<file path="config.mk">
export PLATFORM = sky130hd
export DESIGN_NAME = fen_board_parser_core_flat
export DESIGN_NICKNAME = d
export VERILOG_FILES = /design/src/design/fbp_pkg.sv /design/src/design/fbp_if.sv /design/src/design/fbp_front.sv /design/src/design/fbp_queue.sv /design/src/design/fbp_back.sv /design/src/design/fen_board_parser_core.sv /design/src/flat_wrapper.sv
export SDC_FILE = /design/constraint.sdc
export NUM_CORES = 2
export LEC_CHECK = 0
export BUFFER_PORTS_ARGS = -buffer_cell sky130_fd_sc_hd__buf_2
export CORE_UTILIZATION = 60
export CTS_BUF_LIST = sky130_fd_sc_hd__clkbuf_4
export DETAILED_ROUTE_END_ITERATION = 7
export PLACE_DENSITY_LB_ADDON = 0.1
export SETUP_SLACK_MARGIN = 0.15
export SLEW_MARGIN = 0
export SYNTH_ARGS = -nofsm -noshare
export SYNTH_HDL_FRONTEND = slang
export SYNTH_SLANG_ARGS = --single-unit
</file>
<file path="constraint.sdc">
create_clock -name clk -period 9.4 [get_ports clk]
set_input_delay 0.47 -clock clk [delete_from_list [all_inputs] [get_ports clk]]
set_output_delay 0.47 -clock clk [all_outputs]
set_load 0.02 [all_outputs]
</file>
<file path="src/design/fbp_pkg.sv">
// ----------------------------------------------------------------------------
// fbp_pkg
// Types, constants and character codes shared by the position parser modules.
// ----------------------------------------------------------------------------
package fbp_pkg;

  localparam int unsigned NUM_PIECES  = 12;
  localparam int unsigned QDEPTH      = 4;
  localparam int unsigned QPTR_W      = 2;
  localparam int unsigned QCNT_W      = 3;

  localparam logic [3:0] IDX_WHITE    = 4'd12;
  localparam logic [3:0] IDX_BLACK    = 4'd13;
  localparam logic [3:0] IDX_ALL      = 4'd14;

  localparam logic [3:0] CURSOR_MAX   = 4'd8;
  localparam logic [3:0] NIBBLE_BAD   = 4'hF;

  localparam logic [7:0] CH_SPACE     = 8'h20;
  localparam logic [7:0] CH_SLASH     = 8'h2F;
  localparam logic [7:0] CH_DASH      = 8'h2D;
  localparam logic [7:0] CH_ONE       = 8'h31;
  localparam logic [7:0] CH_EIGHT     = 8'h38;
  localparam logic [7:0] CH_LOW_A     = 8'h61;
  localparam logic [7:0] CH_LOW_H     = 8'h68;
  localparam logic [7:0] CH_W         = 8'h77;
  localparam logic [7:0] CH_B         = 8'h62;
  localparam logic [7:0] CH_WK        = 8'h4B;
  localparam logic [7:0] CH_WQ        = 8'h51;
  localparam logic [7:0] CH_BK        = 8'h6B;
  localparam logic [7:0] CH_BQ        = 8'h71;

  localparam logic [1:0] CASTLE_WS    = 2'd0;
  localparam logic [1:0] CASTLE_WL    = 2'd1;
  localparam logic [1:0] CASTLE_BS    = 2'd2;
  localparam logic [1:0] CASTLE_BL    = 2'd3;

  typedef enum logic [2:0] {
    OP_NOP        = 3'd0,
    OP_PIECE      = 3'd1,
    OP_SIDE       = 3'd2,
    OP_CASTLE_CLR = 3'd3,
    OP_CASTLE_SET = 3'd4,
    OP_EP_CLEAR   = 3'd5,
    OP_EP_FILE    = 3'd6,
    OP_EP_RANK    = 3'd7
  } op_kind_t;

  typedef struct packed {
    op_kind_t   kind;
    logic [3:0] slot;
    logic [5:0] arg;
    logic       emit;
  } op_t;

  typedef struct packed {
    logic push;
    op_t  op;
  } q_wr_t;

  typedef struct packed {
    logic empty;
    logic full;
    op_t  head;
  } q_stat_t;

  function automatic logic [4:0] piece_slot(input logic [7:0] c);
    logic [4:0] r;
    case (c)
      8'h4B:   r = {1'b1, 4'd0};
      8'h51:   r = {1'b1, 4'd1};
      8'h52:   r = {1'b1, 4'd2};
      8'h42:   r = {1'b1, 4'd3};
      8'h4E:   r = {1'b1, 4'd4};
      8'h50:   r = {1'b1, 4'd5};
      8'h6B:   r = {1'b1, 4'd6};
      8'h71:   r = {1'b1, 4'd7};
      8'h72:   r = {1'b1, 4'd8};
      8'h62:   r = {1'b1, 4'd9};
      8'h6E:   r = {1'b1, 4'd10};
      8'h70:   r = {1'b1, 4'd11};
      default: r = 5'd0;
    endcase
    return r;
  endfunction

endpackage

</file>
<file path="src/design/fbp_if.sv">
// ----------------------------------------------------------------------------
// fbp_if
// Valid/ready channels for the character stream and the board results.
// ----------------------------------------------------------------------------
interface fbp_in_if;
  logic       valid;
  logic       ready;
  logic [7:0] symbol;
  logic       end_of_text;

  modport source (output valid, output symbol, output end_of_text, input ready);
  modport sink   (input valid, input symbol, input end_of_text, output ready);
endinterface

interface fbp_out_if;
  logic              valid;
  logic              ready;
  logic [3:0]        board_index;
  logic [63:0]       board_bits;
  logic              last_board;
  logic              white_to_move;
  logic              castle_white_short;
  logic              castle_white_long;
  logic              castle_black_short;
  logic              castle_black_long;
  logic              passant_valid;
  logic signed [3:0] passant_file;
  logic signed [3:0] passant_rank;

  modport source (
    output valid, output board_index, output board_bits, output last_board,
    output white_to_move, output castle_white_short, output castle_white_long,
    output castle_black_short, output castle_black_long, output passant_valid,
    output passant_file, output passant_rank, input ready
  );
  modport sink (
    input valid, input board_index, input board_bits, input last_board,
    input white_to_move, input castle_white_short, input castle_white_long,
    input castle_black_short, input castle_black_long, input passant_valid,
    input passant_file, input passant_rank, output ready
  );
endinterface

</file>
<file path="src/design/fbp_front.sv">
// ----------------------------------------------------------------------------
// fbp_front
// Accepts characters, tracks the field and the cursors, and turns each
// character into at most one board operation for the queue.
// ----------------------------------------------------------------------------
module fbp_front
  import fbp_pkg::*;
(
  input  logic          clk,
  input  logic          rst_n,
  fbp_in_if.sink        in_ch,
  input  logic          q_full,
  output q_wr_t         q_wr
);

  typedef enum logic [6:0] {
    PH_PLACE  = 7'b0000001,
    PH_SIDE   = 7'b0000010,
    PH_SKIP   = 7'b0000100,
    PH_CASTLE = 7'b0001000,
    PH_EPFILE = 7'b0010000,
    PH_EPRANK = 7'b0100000,
    PH_DONE   = 7'b1000000
  } phase_t;

  phase_t     phase_r, phase_nxt;
  logic [3:0] file_r, file_nxt;
  logic [3:0] rank_r, rank_nxt;
  logic       accept;
  logic [7:0] c;
  logic [4:0] slot;
  op_t        op;

  function automatic logic [3:0] advance(input logic [3:0] f, input logic [3:0] by);
    logic [4:0] s;
    s = {1'b0, f} + {1'b0, by};
    return (s > {1'b0, CURSOR_MAX}) ? CURSOR_MAX : s[3:0];
  endfunction

  assign in_ch.ready = !q_full;
  assign accept      = in_ch.valid && !q_full;
  assign c           = in_ch.symbol;
  assign slot        = piece_slot(c);

  always_comb begin
    phase_nxt = phase_r;
    file_nxt  = file_r;
    rank_nxt  = rank_r;
    op.kind   = OP_NOP;
    op.slot   = 4'd0;
    op.arg    = 6'd0;
    op.emit   = in_ch.end_of_text;
    unique case (phase_r)
      PH_PLACE: begin
        if (c == CH_SPACE) begin
          phase_nxt = PH_SIDE;
        end else if (c == CH_SLASH) begin
          file_nxt = 4'd0;
          if (rank_r < CURSOR_MAX) begin
            rank_nxt = rank_r + 4'd1;
          end
        end else if (slot[4]) begin
          if (file_r < CURSOR_MAX && rank_r < CURSOR_MAX) begin
            op.kind = OP_PIECE;
            op.slot = slot[3:0];
            op.arg  = {~rank_r[2:0], file_r[2:0]};
          end
          file_nxt = advance(file_r, 4'd1);
        end else if (c >= CH_ONE && c <= CH_EIGHT) begin
          file_nxt = advance(file_r, c[3:0]);
        end else begin
          file_nxt = advance(file_r, 4'd1);
        end
      end
      PH_SIDE: begin
        if (c != CH_SPACE) begin
          if (c == CH_W) begin
            op.kind = OP_SIDE;
            op.arg  = 6'd1;
          end else if (c == CH_B) begin
            op.kind = OP_SIDE;
            op.arg  = 6'd0;
          end
          phase_nxt = PH_SKIP;
        end
      end
      PH_SKIP: begin
        op.kind   = OP_CASTLE_CLR;
        phase_nxt = PH_CASTLE;
      end
      PH_CASTLE: begin
        if (c == CH_SPACE) begin
          phase_nxt = PH_EPFILE;
        end else if (c == CH_WK) begin
          op.kind = OP_CASTLE_SET;
          op.arg  = {4'd0, CASTLE_WS};
        end else if (c == CH_WQ) begin
          op.kind = OP_CASTLE_SET;
          op.arg  = {4'd0, CASTLE_WL};
        end else if (c == CH_BK) begin
          op.kind = OP_CASTLE_SET;
          op.arg  = {4'd0, CASTLE_BS};
        end else if (c == CH_BQ) begin
          op.kind = OP_CASTLE_SET;
          op.arg  = {4'd0, CASTLE_BL};
        end
      end
      PH_EPFILE: begin
        if (c != CH_SPACE) begin
          if (c == CH_DASH) begin
            op.kind   = OP_EP_CLEAR;
            phase_nxt = PH_DONE;
          end else begin
            op.kind   = OP_EP_FILE;
            op.arg    = {2'd0, (c >= CH_LOW_A && c <= CH_LOW_H) ?
                                 (c[3:0] - 4'd1) : NIBBLE_BAD};
            phase_nxt = PH_EPRANK;
          end
        end
      end
      PH_EPRANK: begin
        op.kind   = OP_EP_RANK;
        op.arg    = {2'd0, (c >= CH_ONE && c <= CH_EIGHT) ?
                             (c[3:0] - 4'd1) : NIBBLE_BAD};
        phase_nxt = PH_DONE;
      end
      PH_DONE: begin
      end
      default: begin
        phase_nxt = PH_PLACE;
      end
    endcase
    if (in_ch.end_of_text) begin
      phase_nxt = PH_PLACE;
      file_nxt  = 4'd0;
      rank_nxt  = 4'd0;
    end
  end

  assign q_wr.push = accept && (op.kind != OP_NOP || op.emit);
  assign q_wr.op   = op;

  always_ff @(posedge clk) begin
    if (!rst_n) begin
      phase_r <= PH_PLACE;
      file_r  <= 4'd0;
      rank_r  <= 4'd0;
    end else if (accept) begin
      phase_r <= phase_nxt;
      file_r  <= file_nxt;
      rank_r  <= rank_nxt;
    end
  end

endmodule

</file>
<file path="src/design/fbp_queue.sv">
// ----------------------------------------------------------------------------
// fbp_queue
// Short FIFO of board operations between the parser front and the board
// back end.
// ----------------------------------------------------------------------------
module fbp_queue
  import fbp_pkg::*;
(
  input  logic    clk,
  input  logic    rst_n,
  input  q_wr_t   q_wr,
  input  logic    pop,
  output q_stat_t q_stat
);

  op_t               ent_r [QDEPTH];
  logic [QPTR_W-1:0] wr_r, rd_r;
  logic [QCNT_W-1:0] cnt_r, cnt_nxt;
  logic              do_push, do_pop;

  assign q_stat.empty = (cnt_r == '0);
  assign q_stat.full  = (cnt_r == QCNT_W'(QDEPTH));
  assign q_stat.head  = ent_r[rd_r];
  assign do_push      = q_wr.push && !q_stat.full;
  assign do_pop       = pop && !q_stat.empty;

  always_comb begin
    cnt_nxt = cnt_r;
    case ({do_push, do_pop})
      2'b10:   cnt_nxt = cnt_r + QCNT_W'(1);
      2'b01:   cnt_nxt = cnt_r - QCNT_W'(1);
      default: cnt_nxt = cnt_r;
    endcase
  end

  always_ff @(posedge clk) begin
    if (do_push) begin
      ent_r[wr_r] <= q_wr.op;
    end
  end

  always_ff @(posedge clk) begin
    if (!rst_n) begin
      wr_r  <= '0;
      rd_r  <= '0;
      cnt_r <= '0;
    end else begin
      if (do_push) begin
        wr_r <= wr_r + QPTR_W'(1);
      end
      if (do_pop) begin
        rd_r <= rd_r + QPTR_W'(1);
      end
      cnt_r <= cnt_nxt;
    end
  end

  a_no_overflow: assert property (@(posedge clk) disable iff (!rst_n)
    q_wr.push |-> !q_stat.full)
    else $error("operation pushed into a full queue");

  a_cnt_range: assert property (@(posedge clk) disable iff (!rst_n)
    cnt_r <= QCNT_W'(QDEPTH))
    else $error("queue count out of range");

endmodule

</file>
<file path="src/design/fbp_back.sv">
// ----------------------------------------------------------------------------
// fbp_back
// Holds the piece boards and position flags, applies queued operations, and
// streams the fifteen boards of a finished position through an output
// register.
// ----------------------------------------------------------------------------
module fbp_back
  import fbp_pkg::*;
(
  input  logic      clk,
  input  logic      rst_n,
  input  q_stat_t   q_stat,
  output logic      pop,
  fbp_out_if.source out_ch
);

  typedef enum logic [1:0] {
    ST_RUN  = 2'b01,
    ST_EMIT = 2'b10
  } state_t;

  state_t      st_r;
  logic [3:0]  cnt_r;
  logic [63:0] boards_r [NUM_PIECES];
  logic        side_r;
  logic [3:0]  castle_r;
  logic        ep_flag_r;
  logic [3:0]  ep_file_r;
  logic [3:0]  ep_rank_r;
  logic        out_valid_r;
  logic        load;
  logic        finish;
  logic [63:0] white, black, bits_sel;
  op_t         op;

  assign op     = q_stat.head;
  assign pop    = (st_r == ST_RUN) && !q_stat.empty;
  assign load   = (st_r == ST_EMIT) && (!out_valid_r || out_ch.ready);
  assign finish = load && (cnt_r == IDX_ALL);

  always_comb begin
    white = '0;
    black = '0;
    for (int i = 0; i < NUM_PIECES / 2; i++) begin
      white = white | boards_r[i];
      black = black | boards_r[i + NUM_PIECES / 2];
    end
    if (cnt_r == IDX_WHITE) begin
      bits_sel = white;
    end else if (cnt_r == IDX_BLACK) begin
      bits_sel = black;
    end else if (cnt_r == IDX_ALL) begin
      bits_sel = white | black;
    end else if (cnt_r < 4'(NUM_PIECES)) begin
      bits_sel = boards_r[cnt_r];
    end else begin
      bits_sel = '0;
    end
  end

  always_ff @(posedge clk) begin
    if (!rst_n) begin
      st_r      <= ST_RUN;
      cnt_r     <= 4'd0;
      side_r    <= 1'b0;
      castle_r  <= 4'd0;
      ep_flag_r <= 1'b0;
      ep_file_r <= 4'd0;
      ep_rank_r <= 4'd0;
      for (int i = 0; i < NUM_PIECES; i++) begin
        boards_r[i] <= '0;
      end
    end else begin
      unique case (st_r)
        ST_RUN: begin
          if (pop) begin
            case (op.kind)
              OP_PIECE:      boards_r[op.slot][op.arg] <= 1'b1;
              OP_SIDE:       side_r <= op.arg[0];
              OP_CASTLE_CLR: castle_r <= 4'd0;
              OP_CASTLE_SET: castle_r[op.arg[1:0]] <= 1'b1;
              OP_EP_CLEAR: begin
                ep_flag_r <= 1'b0;
                ep_file_r <= 4'd0;
                ep_rank_r <= 4'd0;
              end
              OP_EP_FILE: begin
                ep_flag_r <= 1'b1;
                ep_file_r <= op.arg[3:0];
                ep_rank_r <= 4'd0;
              end
              OP_EP_RANK:    ep_rank_r <= op.arg[3:0];
              default: begin
              end
            endcase
            if (op.emit) begin
              st_r  <= ST_EMIT;
              cnt_r <= 4'd0;
            end
          end
        end
        ST_EMIT: begin
          if (load) begin
            cnt_r <= cnt_r + 4'd1;
          end
          if (finish) begin
            st_r      <= ST_RUN;
            castle_r  <= 4'd0;
            ep_flag_r <= 1'b0;
            ep_file_r <= 4'd0;
            ep_rank_r <= 4'd0;
            for (int i = 0; i < NUM_PIECES; i++) begin
              boards_r[i] <= '0;
            end
          end
        end
        default: begin
          st_r <= ST_RUN;
        end
      endcase
    end
  end

  always_ff @(posedge clk) begin
    if (!rst_n) begin
      out_valid_r <= 1'b0;
    end else if (load) begin
      out_valid_r <= 1'b1;
    end else if (out_ch.ready) begin
      out_valid_r <= 1'b0;
    end
  end

  always_ff @(posedge clk) begin
    if (load) begin
      out_ch.board_index        <= cnt_r;
      out_ch.board_bits         <= bits_sel;
      out_ch.last_board         <= (cnt_r == IDX_ALL);
      out_ch.white_to_move      <= side_r;
      out_ch.castle_white_short <= castle_r[CASTLE_WS];
      out_ch.castle_white_long  <= castle_r[CASTLE_WL];
      out_ch.castle_black_short <= castle_r[CASTLE_BS];
      out_ch.castle_black_long  <= castle_r[CASTLE_BL];
      out_ch.passant_valid      <= ep_flag_r;
      out_ch.passant_file       <= ep_file_r;
      out_ch.passant_rank       <= ep_rank_r;
    end
  end

  assign out_ch.valid = out_valid_r;

  a_last_is_all: assert property (@(posedge clk) disable iff (!rst_n)
    out_valid_r && out_ch.last_board |-> out_ch.board_index == IDX_ALL)
    else $error("last board flag on a board other than the union");

  a_no_pop_emit: assert property (@(posedge clk) disable iff (!rst_n)
    st_r == ST_EMIT |-> !pop)
    else $error("operation applied while streaming results");

  a_clear_after_run: assert property (@(posedge clk) disable iff (!rst_n)
    finish |=> boards_r[0] == '0 && castle_r == 4'd0 && !ep_flag_r)
    else $error("position not cleared after the final board");

endmodule

</file>
<file path="src/design/fen_board_parser_core.sv">
// ----------------------------------------------------------------------------
// fen_board_parser_core
// Parses a FEN body one character per item into twelve piece boards plus
// side, castling and en-passant state, then streams fifteen board results.
// ----------------------------------------------------------------------------
// Throughput: one character item per cycle while the four-entry operation
// queue has room. A final character starts a stream of fifteen board
// results from the board register file; during it the queue takes four
// more operations, characters that make no operation are still taken, and
// the input stalls once the queue is full until the stream ends. The final
// operation passes through the queue and back end to the output register.
// Reset: synchronous, active low; clears all boards, flags and cursors.
// ----------------------------------------------------------------------------
module fen_board_parser_core
  import fbp_pkg::*;
(
  input  logic      clk,
  input  logic      rst_n,
  fbp_in_if.sink    in_ch,
  fbp_out_if.source out_ch
);

  q_wr_t   q_wr;
  q_stat_t q_stat;
  logic    pop;

  fbp_front u_front (
    .clk    (clk),
    .rst_n  (rst_n),
    .in_ch  (in_ch),
    .q_full (q_stat.full),
    .q_wr   (q_wr)
  );

  fbp_queue u_queue (
    .clk    (clk),
    .rst_n  (rst_n),
    .q_wr   (q_wr),
    .pop    (pop),
    .q_stat (q_stat)
  );

  fbp_back u_back (
    .clk    (clk),
    .rst_n  (rst_n),
    .q_stat (q_stat),
    .pop    (pop),
    .out_ch (out_ch)
  );

endmodule

</file>
<file path="src/flat_wrapper.sv">
// flat-port wrapper written by rule: the top's interface ports become plain ports
module fen_board_parser_core_flat import fbp_pkg::*;
  (clk, rst_n, in_ch_valid, in_ch_symbol, in_ch_end_of_text, in_ch_ready, out_ch_valid, out_ch_board_index, out_ch_board_bits, out_ch_last_board, out_ch_white_to_move, out_ch_castle_white_short, out_ch_castle_white_long, out_ch_castle_black_short, out_ch_castle_black_long, out_ch_passant_valid, out_ch_passant_file, out_ch_passant_rank, out_ch_ready);
  fbp_in_if in_ch_i ();
  fbp_out_if out_ch_i ();
  input  logic clk;
  input  logic rst_n;
  input wire logic [$bits(in_ch_i.valid)-1:0] in_ch_valid;
  input wire logic [$bits(in_ch_i.symbol)-1:0] in_ch_symbol;
  input wire logic [$bits(in_ch_i.end_of_text)-1:0] in_ch_end_of_text;
  output wire logic [$bits(in_ch_i.ready)-1:0] in_ch_ready;
  output wire logic [$bits(out_ch_i.valid)-1:0] out_ch_valid;
  output wire logic [$bits(out_ch_i.board_index)-1:0] out_ch_board_index;
  output wire logic [$bits(out_ch_i.board_bits)-1:0] out_ch_board_bits;
  output wire logic [$bits(out_ch_i.last_board)-1:0] out_ch_last_board;
  output wire logic [$bits(out_ch_i.white_to_move)-1:0] out_ch_white_to_move;
  output wire logic [$bits(out_ch_i.castle_white_short)-1:0] out_ch_castle_white_short;
  output wire logic [$bits(out_ch_i.castle_white_long)-1:0] out_ch_castle_white_long;
  output wire logic [$bits(out_ch_i.castle_black_short)-1:0] out_ch_castle_black_short;
  output wire logic [$bits(out_ch_i.castle_black_long)-1:0] out_ch_castle_black_long;
  output wire logic [$bits(out_ch_i.passant_valid)-1:0] out_ch_passant_valid;
  output wire logic [$bits(out_ch_i.passant_file)-1:0] out_ch_passant_file;
  output wire logic [$bits(out_ch_i.passant_rank)-1:0] out_ch_passant_rank;
  input wire logic [$bits(out_ch_i.ready)-1:0] out_ch_ready;
  assign in_ch_i.valid = in_ch_valid;
  assign in_ch_i.symbol = in_ch_symbol;
  assign in_ch_i.end_of_text = in_ch_end_of_text;
  assign in_ch_ready = in_ch_i.ready;
  assign out_ch_valid = out_ch_i.valid;
  assign out_ch_board_index = out_ch_i.board_index;
  assign out_ch_board_bits = out_ch_i.board_bits;
  assign out_ch_last_board = out_ch_i.last_board;
  assign out_ch_white_to_move = out_ch_i.white_to_move;
  assign out_ch_castle_white_short = out_ch_i.castle_white_short;
  assign out_ch_castle_white_long = out_ch_i.castle_white_long;
  assign out_ch_castle_black_short = out_ch_i.castle_black_short;
  assign out_ch_castle_black_long = out_ch_i.castle_black_long;
  assign out_ch_passant_valid = out_ch_i.passant_valid;
  assign out_ch_passant_file = out_ch_i.passant_file;
  assign out_ch_passant_rank = out_ch_i.passant_rank;
  assign out_ch_i.ready = out_ch_ready;
  fen_board_parser_core u_core (.clk(clk), .rst_n(rst_n), .in_ch(in_ch_i), .out_ch(out_ch_i));
endmodule
</file>
### Word level (Yosys, flattened, before mapping)

Memory sizes are Yosys's and may differ from the RTL's. A register that Yosys moved wholly into a read port is not among the register bits.
Index checks and enable logic that the tools add are counted.

* memories: 2
* memory bits (writable): 824
* logic and storage cells: 275
* bits of input ports: 13
* register bits after elaboration: 126

* $add $sub $neg: 9
* $lt $le $gt $ge: 13
* eq/ne operators: 52
* reductions and logical operators: 36
* bitwise operators: 25
* muxes and demuxes: 113

Memories
* u_core.u_back.boards_r: words 12, width 64, read ports 13, clocked after memory_dff 1, wr ports 12, line fbp_back.sv:24 `logic [63:0] boards_r [NUM_PIECES];`
* u_core.u_queue.ent_r: words 4, width 14, read ports 1, clocked after memory_dff 1, wr ports 1, line fbp_queue.sv:16 `op_t ent_r [QDEPTH];`

Operator list (number)
* 64-bit 2-to-1 mux: 19
* 64-bit bitwise OR: 11
* 4-bit 2-to-1 mux: 28
* 8-bit by 7-bit equality test with 1-bit output, second input constant: 13
* 64-bit OR reduction: 1
* 5-bit case mux with 12 select lines: 1
* 4-bit case mux with 2 select lines: 7
* 7-bit case mux with 7 select lines: 1
* 11-bit 2-to-1 mux: 4
* 7-bit 2-to-1 mux: 6
* 6-bit case mux with 5 select lines: 1
* 8-bit by 6-bit equality test with 1-bit output, second input constant: 3
* 2-bit 2-to-1 mux: 12
* 3-bit 2-to-1 mux: 8
* 1-bit 2-to-1 mux: 19
* 3-bit case mux with 6 select lines: 1
* 4-bit AND reduction: 4
* 3-bit equality test, second input constant: 5
* 4-bit equality test, second input constant: 3
* 1-bit logical AND: 12
* 4-bit < comparator, second input constant: 3
* 3-bit != test, second input constant: 4
* 1-bit bitwise OR: 12
* 2-bit nonzero test: 6
* 47 further kinds: 64

### Depth between registers and ports, before layout

* depth after elaboration: 13
* gate-level depth with buffers: 14
* depth with buffers taken out: 14

### Cells and area by module

A second synthesis with hierarchy kept.

* cells, all modules: 5417
* area total of the unflattened synthesis: 50367.1 sq um

By module, submodules not included
* fbp_back: area each 46118.0 sq um, cells an instance 5064, seq. area each 23492.5 sq um, instances 1
* fbp_queue: area each 2527.4 sq um, cells an instance 127, seq. area each 1861.8 sq um, instances 1
* fbp_front: area each 1721.7 sq um, cells an instance 226, seq. area each 300.3 sq um, instances 1

### Least setup slack after synthesis

No wires, ideal clock.

* path kind: input port to flip-flop
* start point: input port in_ch_symbol[0]
* end point: register u_core.u_queue.cnt_r[2]
* library setup time: 0.076 ns
* arrival: 3.265 ns
* stages: 14
* required time: 9.324 ns
* path slack: 6.059 ns
* cell sequence: inv_1 -> ha_1 -> or3b_2 -> a21oi_1 -> nand2b_1 -> o21ai_0 -> o41a_1 -> inv_1 -> ha_1 -> inv_1 -> fa_1 -> xor2_1 -> or3_1 -> a21boi_0

* word-level cells in the longest chain between the ends: 13

Ends and longest elaborated chain
* from (decl): line flat_wrapper.sv:9 `input wire logic [$bits(in_ch_i.symbol)-1:0] in_ch_symbol;`
* parallel branches: the longest is 6 deep, another holds 5-bit case mux with 12 select lines
* 3-bit case mux with 6 select lines *: line fbp_front.sv:53 `unique case (phase_r)`
* 3-bit nonzero test *: line fbp_front.sv:140 `assign q_wr.push = accept && (op.kind != OP_NOP || op.emit);`
* 1-bit logical OR *: line fbp_front.sv:140
* 1-bit logical AND *: line fbp_front.sv:140
* 1-bit logical AND *: line fbp_queue.sv:24 `assign do_push = q_wr.push && !q_stat.full;`
* 2-bit by 1-bit equality test with 1-bit output or 2-bit equality test (tied branches): line fbp_queue.sv:29 `case ({do_push, do_pop})`
* 3-bit case mux with 2 select lines or 2-bit nonzero test (tied branches)
* to (signal assigned): line fbp_queue.sv:54 `cnt_r <= cnt_nxt;`
* to (decl): line fbp_queue.sv:18 `logic [QCNT_W-1:0] cnt_r, cnt_nxt;`

Mark *: on every way between the ends.
A chain may end at the register's enable or synchronous reset.

==> results.toml <==
[yosys]
synth_cells = 4372
synth_top_cell_area_share_pct = 44.02
async_flop_share_pct = 0
yosys.cell_types.count = 61
synth_edf_count = 139
yosysWarnings = 0
syn_area_um2 = 48800
synth_top_flop_cell = "dfxtp_1"
ys_top_cells_by_area = "dfxtp_1 (44%), mux4_2 (15%), edfxtp_1 (8.6%)"
yosysSeqAreaShare_pct = 52.58
avgSynthCellArea_um2 = 11.16
yosys_register_bits = 1212
synth_top_area_cell = "dfxtp_1"
synthesis.nets = 4410

[clock_tree]
cts_tree = "yes"
clk_latency_ps = 1190
cts_resized = 0
cts-root-buf = "clkbuf_4"
cts_buffer_depth = 4
htreeDepth = 5
cts_buffers = 320
cts.sinks = 1212
path_clk_slew_ps = 70

[floorplanning]
fp.dieH_um = 287.2
core-area_um2 = 80550
io_pins = 98
rows = 104
die_w_um = 287.2
dieArea_um2 = 82470
start_util_pct = 60.58

[routing]
firstDrtPassIters = 6
wl_per_cell_um = 22.72
drt-initial-drc-count = 3628
drc = 0
ant_nets = 0
totalWireLength_mm = 131.1
vias = 36407
vias_per_cell = 6.310

[timing]
fin_skew_ps = 71.22
slew_headroom_pct = 18.62
finalSetupTns_ps = 0
fin_ws_ps = 4809
final.period_utilization_pct = 48.84
rsz0062_at_grt = "no"
hold_violations = 0
drv_slew = 0
fmax_ghz = 0.2178
tightest_slew_ps = 1216
period_needed_ps = 4591
setup_violations = 0

[setup_path]
r2r_cells = 6
critPathKind = "register to register"
r2r_slack_ps = 4810
startpoint_type = "register"
slowest_delay_ps = 1020
worst-path-max-fanout = 16
cpMostUsedCell = "nor2_1"
cp-end-kind = "register"
arrival_ps = 5670
critPathSlowestCell = "nor2_1"
worstPathCellList = "mux4_2, or4b_1, nor2_1, nand2_1, nor2_1, a22o_1"
critical_path_required_ps = 10470
r2r_end = "u_core.u_back.boards_r[1][56]$_DFF_P_"

[power]
leakage_nw = 20.45
max-vdd-ir-drop_mv = 0.1308
powerDensity_nw_per_um2 = 214.1

[worst_hold_path]
min_path_cells = 2
hp-class = "input port to register"
min-delay-start = "in_ch_end_of_text"
hold_end = "u_core.u_queue.ent_r[1][0]$_DFFE_PP_"

[run_status]
status = "complete, no violations"

[finish]
final_cell_mix = "dfxtp_1 (1069), nand2_1 (594), clkbuf_4 (471), o21ai_0 (465), a22o_1 (389)"
syn_to_final_growth_pct = 10.32
mostFrequentLayoutCell = "dfxtp_1"
nNetsFinal = 4531
final_layout_size_suffix_gt1_share_pct = 21.55

[global_routing]
grt_pass1_vias = 35433
grt_max_degree = 201
grt_pass1_wl_mm = 202.8
grt_remaining_overflow = 0
grt_usage_pct = 31.89
antenna_found_initial = 5

[flow_run]
maxCapViolations = 0

[placed_design]
preCtsSetupSlack_ps = 4803
io_buffers = 97
place_hpwl_mm = 70.30
globalplace.congestion = 0.8297
-- flip-flops by register name (all words and copies together) (netlist names), 7 cells and up, named ones only --
register	flops
u_core.u_back.boards_r	1024
u_core.u_back.out_ch.board_bits	64
u_core.u_queue.ent_r	56
u_core.u_front.phase_r	7
-- per-layer routing --
metal  GRT usage (%)  vias up  share of wire, %
li1                -    16670                 -
met1           44.72    18005                43
met2           49.70     1459                47
met3           5.032      273               7.5
met4           12.83        0               2.8
met5               0        -                 0
-- stage by stage --
stage,utilization [%],total power [mW],hold WS (ps),area [µm²],std cells
floorplan,-,6.558,399.6,48800,4372
global placement,61.77,7.178,407.4,49760,5211
detailed placement,61.77,7.189,412.7,49760,5211
CTS,66.82,11.59,121.8,53820,5765
global route,66.83,11.98,193.6,53830,5770
finish,66.83,11.53,232.4,53830,5770
-- worst max-delay path by stage --
stage	start	endpoint
after detailed placement	register	u_core.u_back.boards_r[7][56]$_DFF_P_
final	register	u_core.u_back.boards_r[1][56]$_DFF_P_
after CTS	register	u_core.u_back.boards_r[1][56]$_DFF_P_
after global placement	register	u_core.u_back.boards_r[10][57]$_DFF_P_
after global routing	register	u_core.u_back.boards_r[11][0]$_DFF_P_
after floorplan	in_ch_symbol[0]	u_core.u_queue.cnt_r[2]$_SDFFE_PN0P_
-- final cells by class --
class / instances / area (µm²)
fillers: 6349 / 26720
flip-flops and latches: 1212 / 25670
multi-input cells: 2775 / 21830
clock buffers: 471 / 3536
well taps: 1060 / 1326
repair buffers: 158 / 1031
clock inverters: 63 / 325.3
inverters: 26 / 100.1
diodes: 5 / 12.51
-- cell usage after synthesis (48+ instances only) --
cell type / n
nor4_1: 133
mux4_2: 334
a21oi_1: 145
edfxtp_1: 139
buf_2: 48
a22o_1: 389
nor2_1: 217
o21bai_1: 130
nand2_1: 611
dfxtp_1: 1073
clkbuf_1: 276
a21o_1: 135
o21ai_0: 465
-- cell families after synthesis --
kind of cell | share of synthesized area (%)
buffers and inverters | 3.085
adders and majority gates | 0.6718
and+or+nand+nor | 9.803
AOI/OAI and AO/OA | 17.95
muxes | 15.66
DFF | 52.58
xor gates and xnor gates | 0.2513
-- critical path: cells and delay by family (launching register included) --
kind | cells | cell delay (ps)
multiplexers | 1 | 680
flip-flops | 1 | 920
AO/OA/AOI/OAI | 1 | 250
AND/OR/NAND/NOR | 4 | 2680
-- where the power goes --
group	switching, mW	leakage, nW	internal (mW)	total, mW
Sequential	0.0910	9.96	5.32	5.41
Combinational	1.23	8.15	0.464	1.69
Clock	2.07	2.34	2.36	4.43
Total	3.39	20.4	8.14	11.5
-- what timing repair did --
| item | in CTS | in global routing |
|---|---|---|
| hold buffers | 20 | 0 |
| buffers inserted | 0 | 0 |
| hold endpoints to repair | 70 | 0 |
Power figures use the tool's default switching activity.
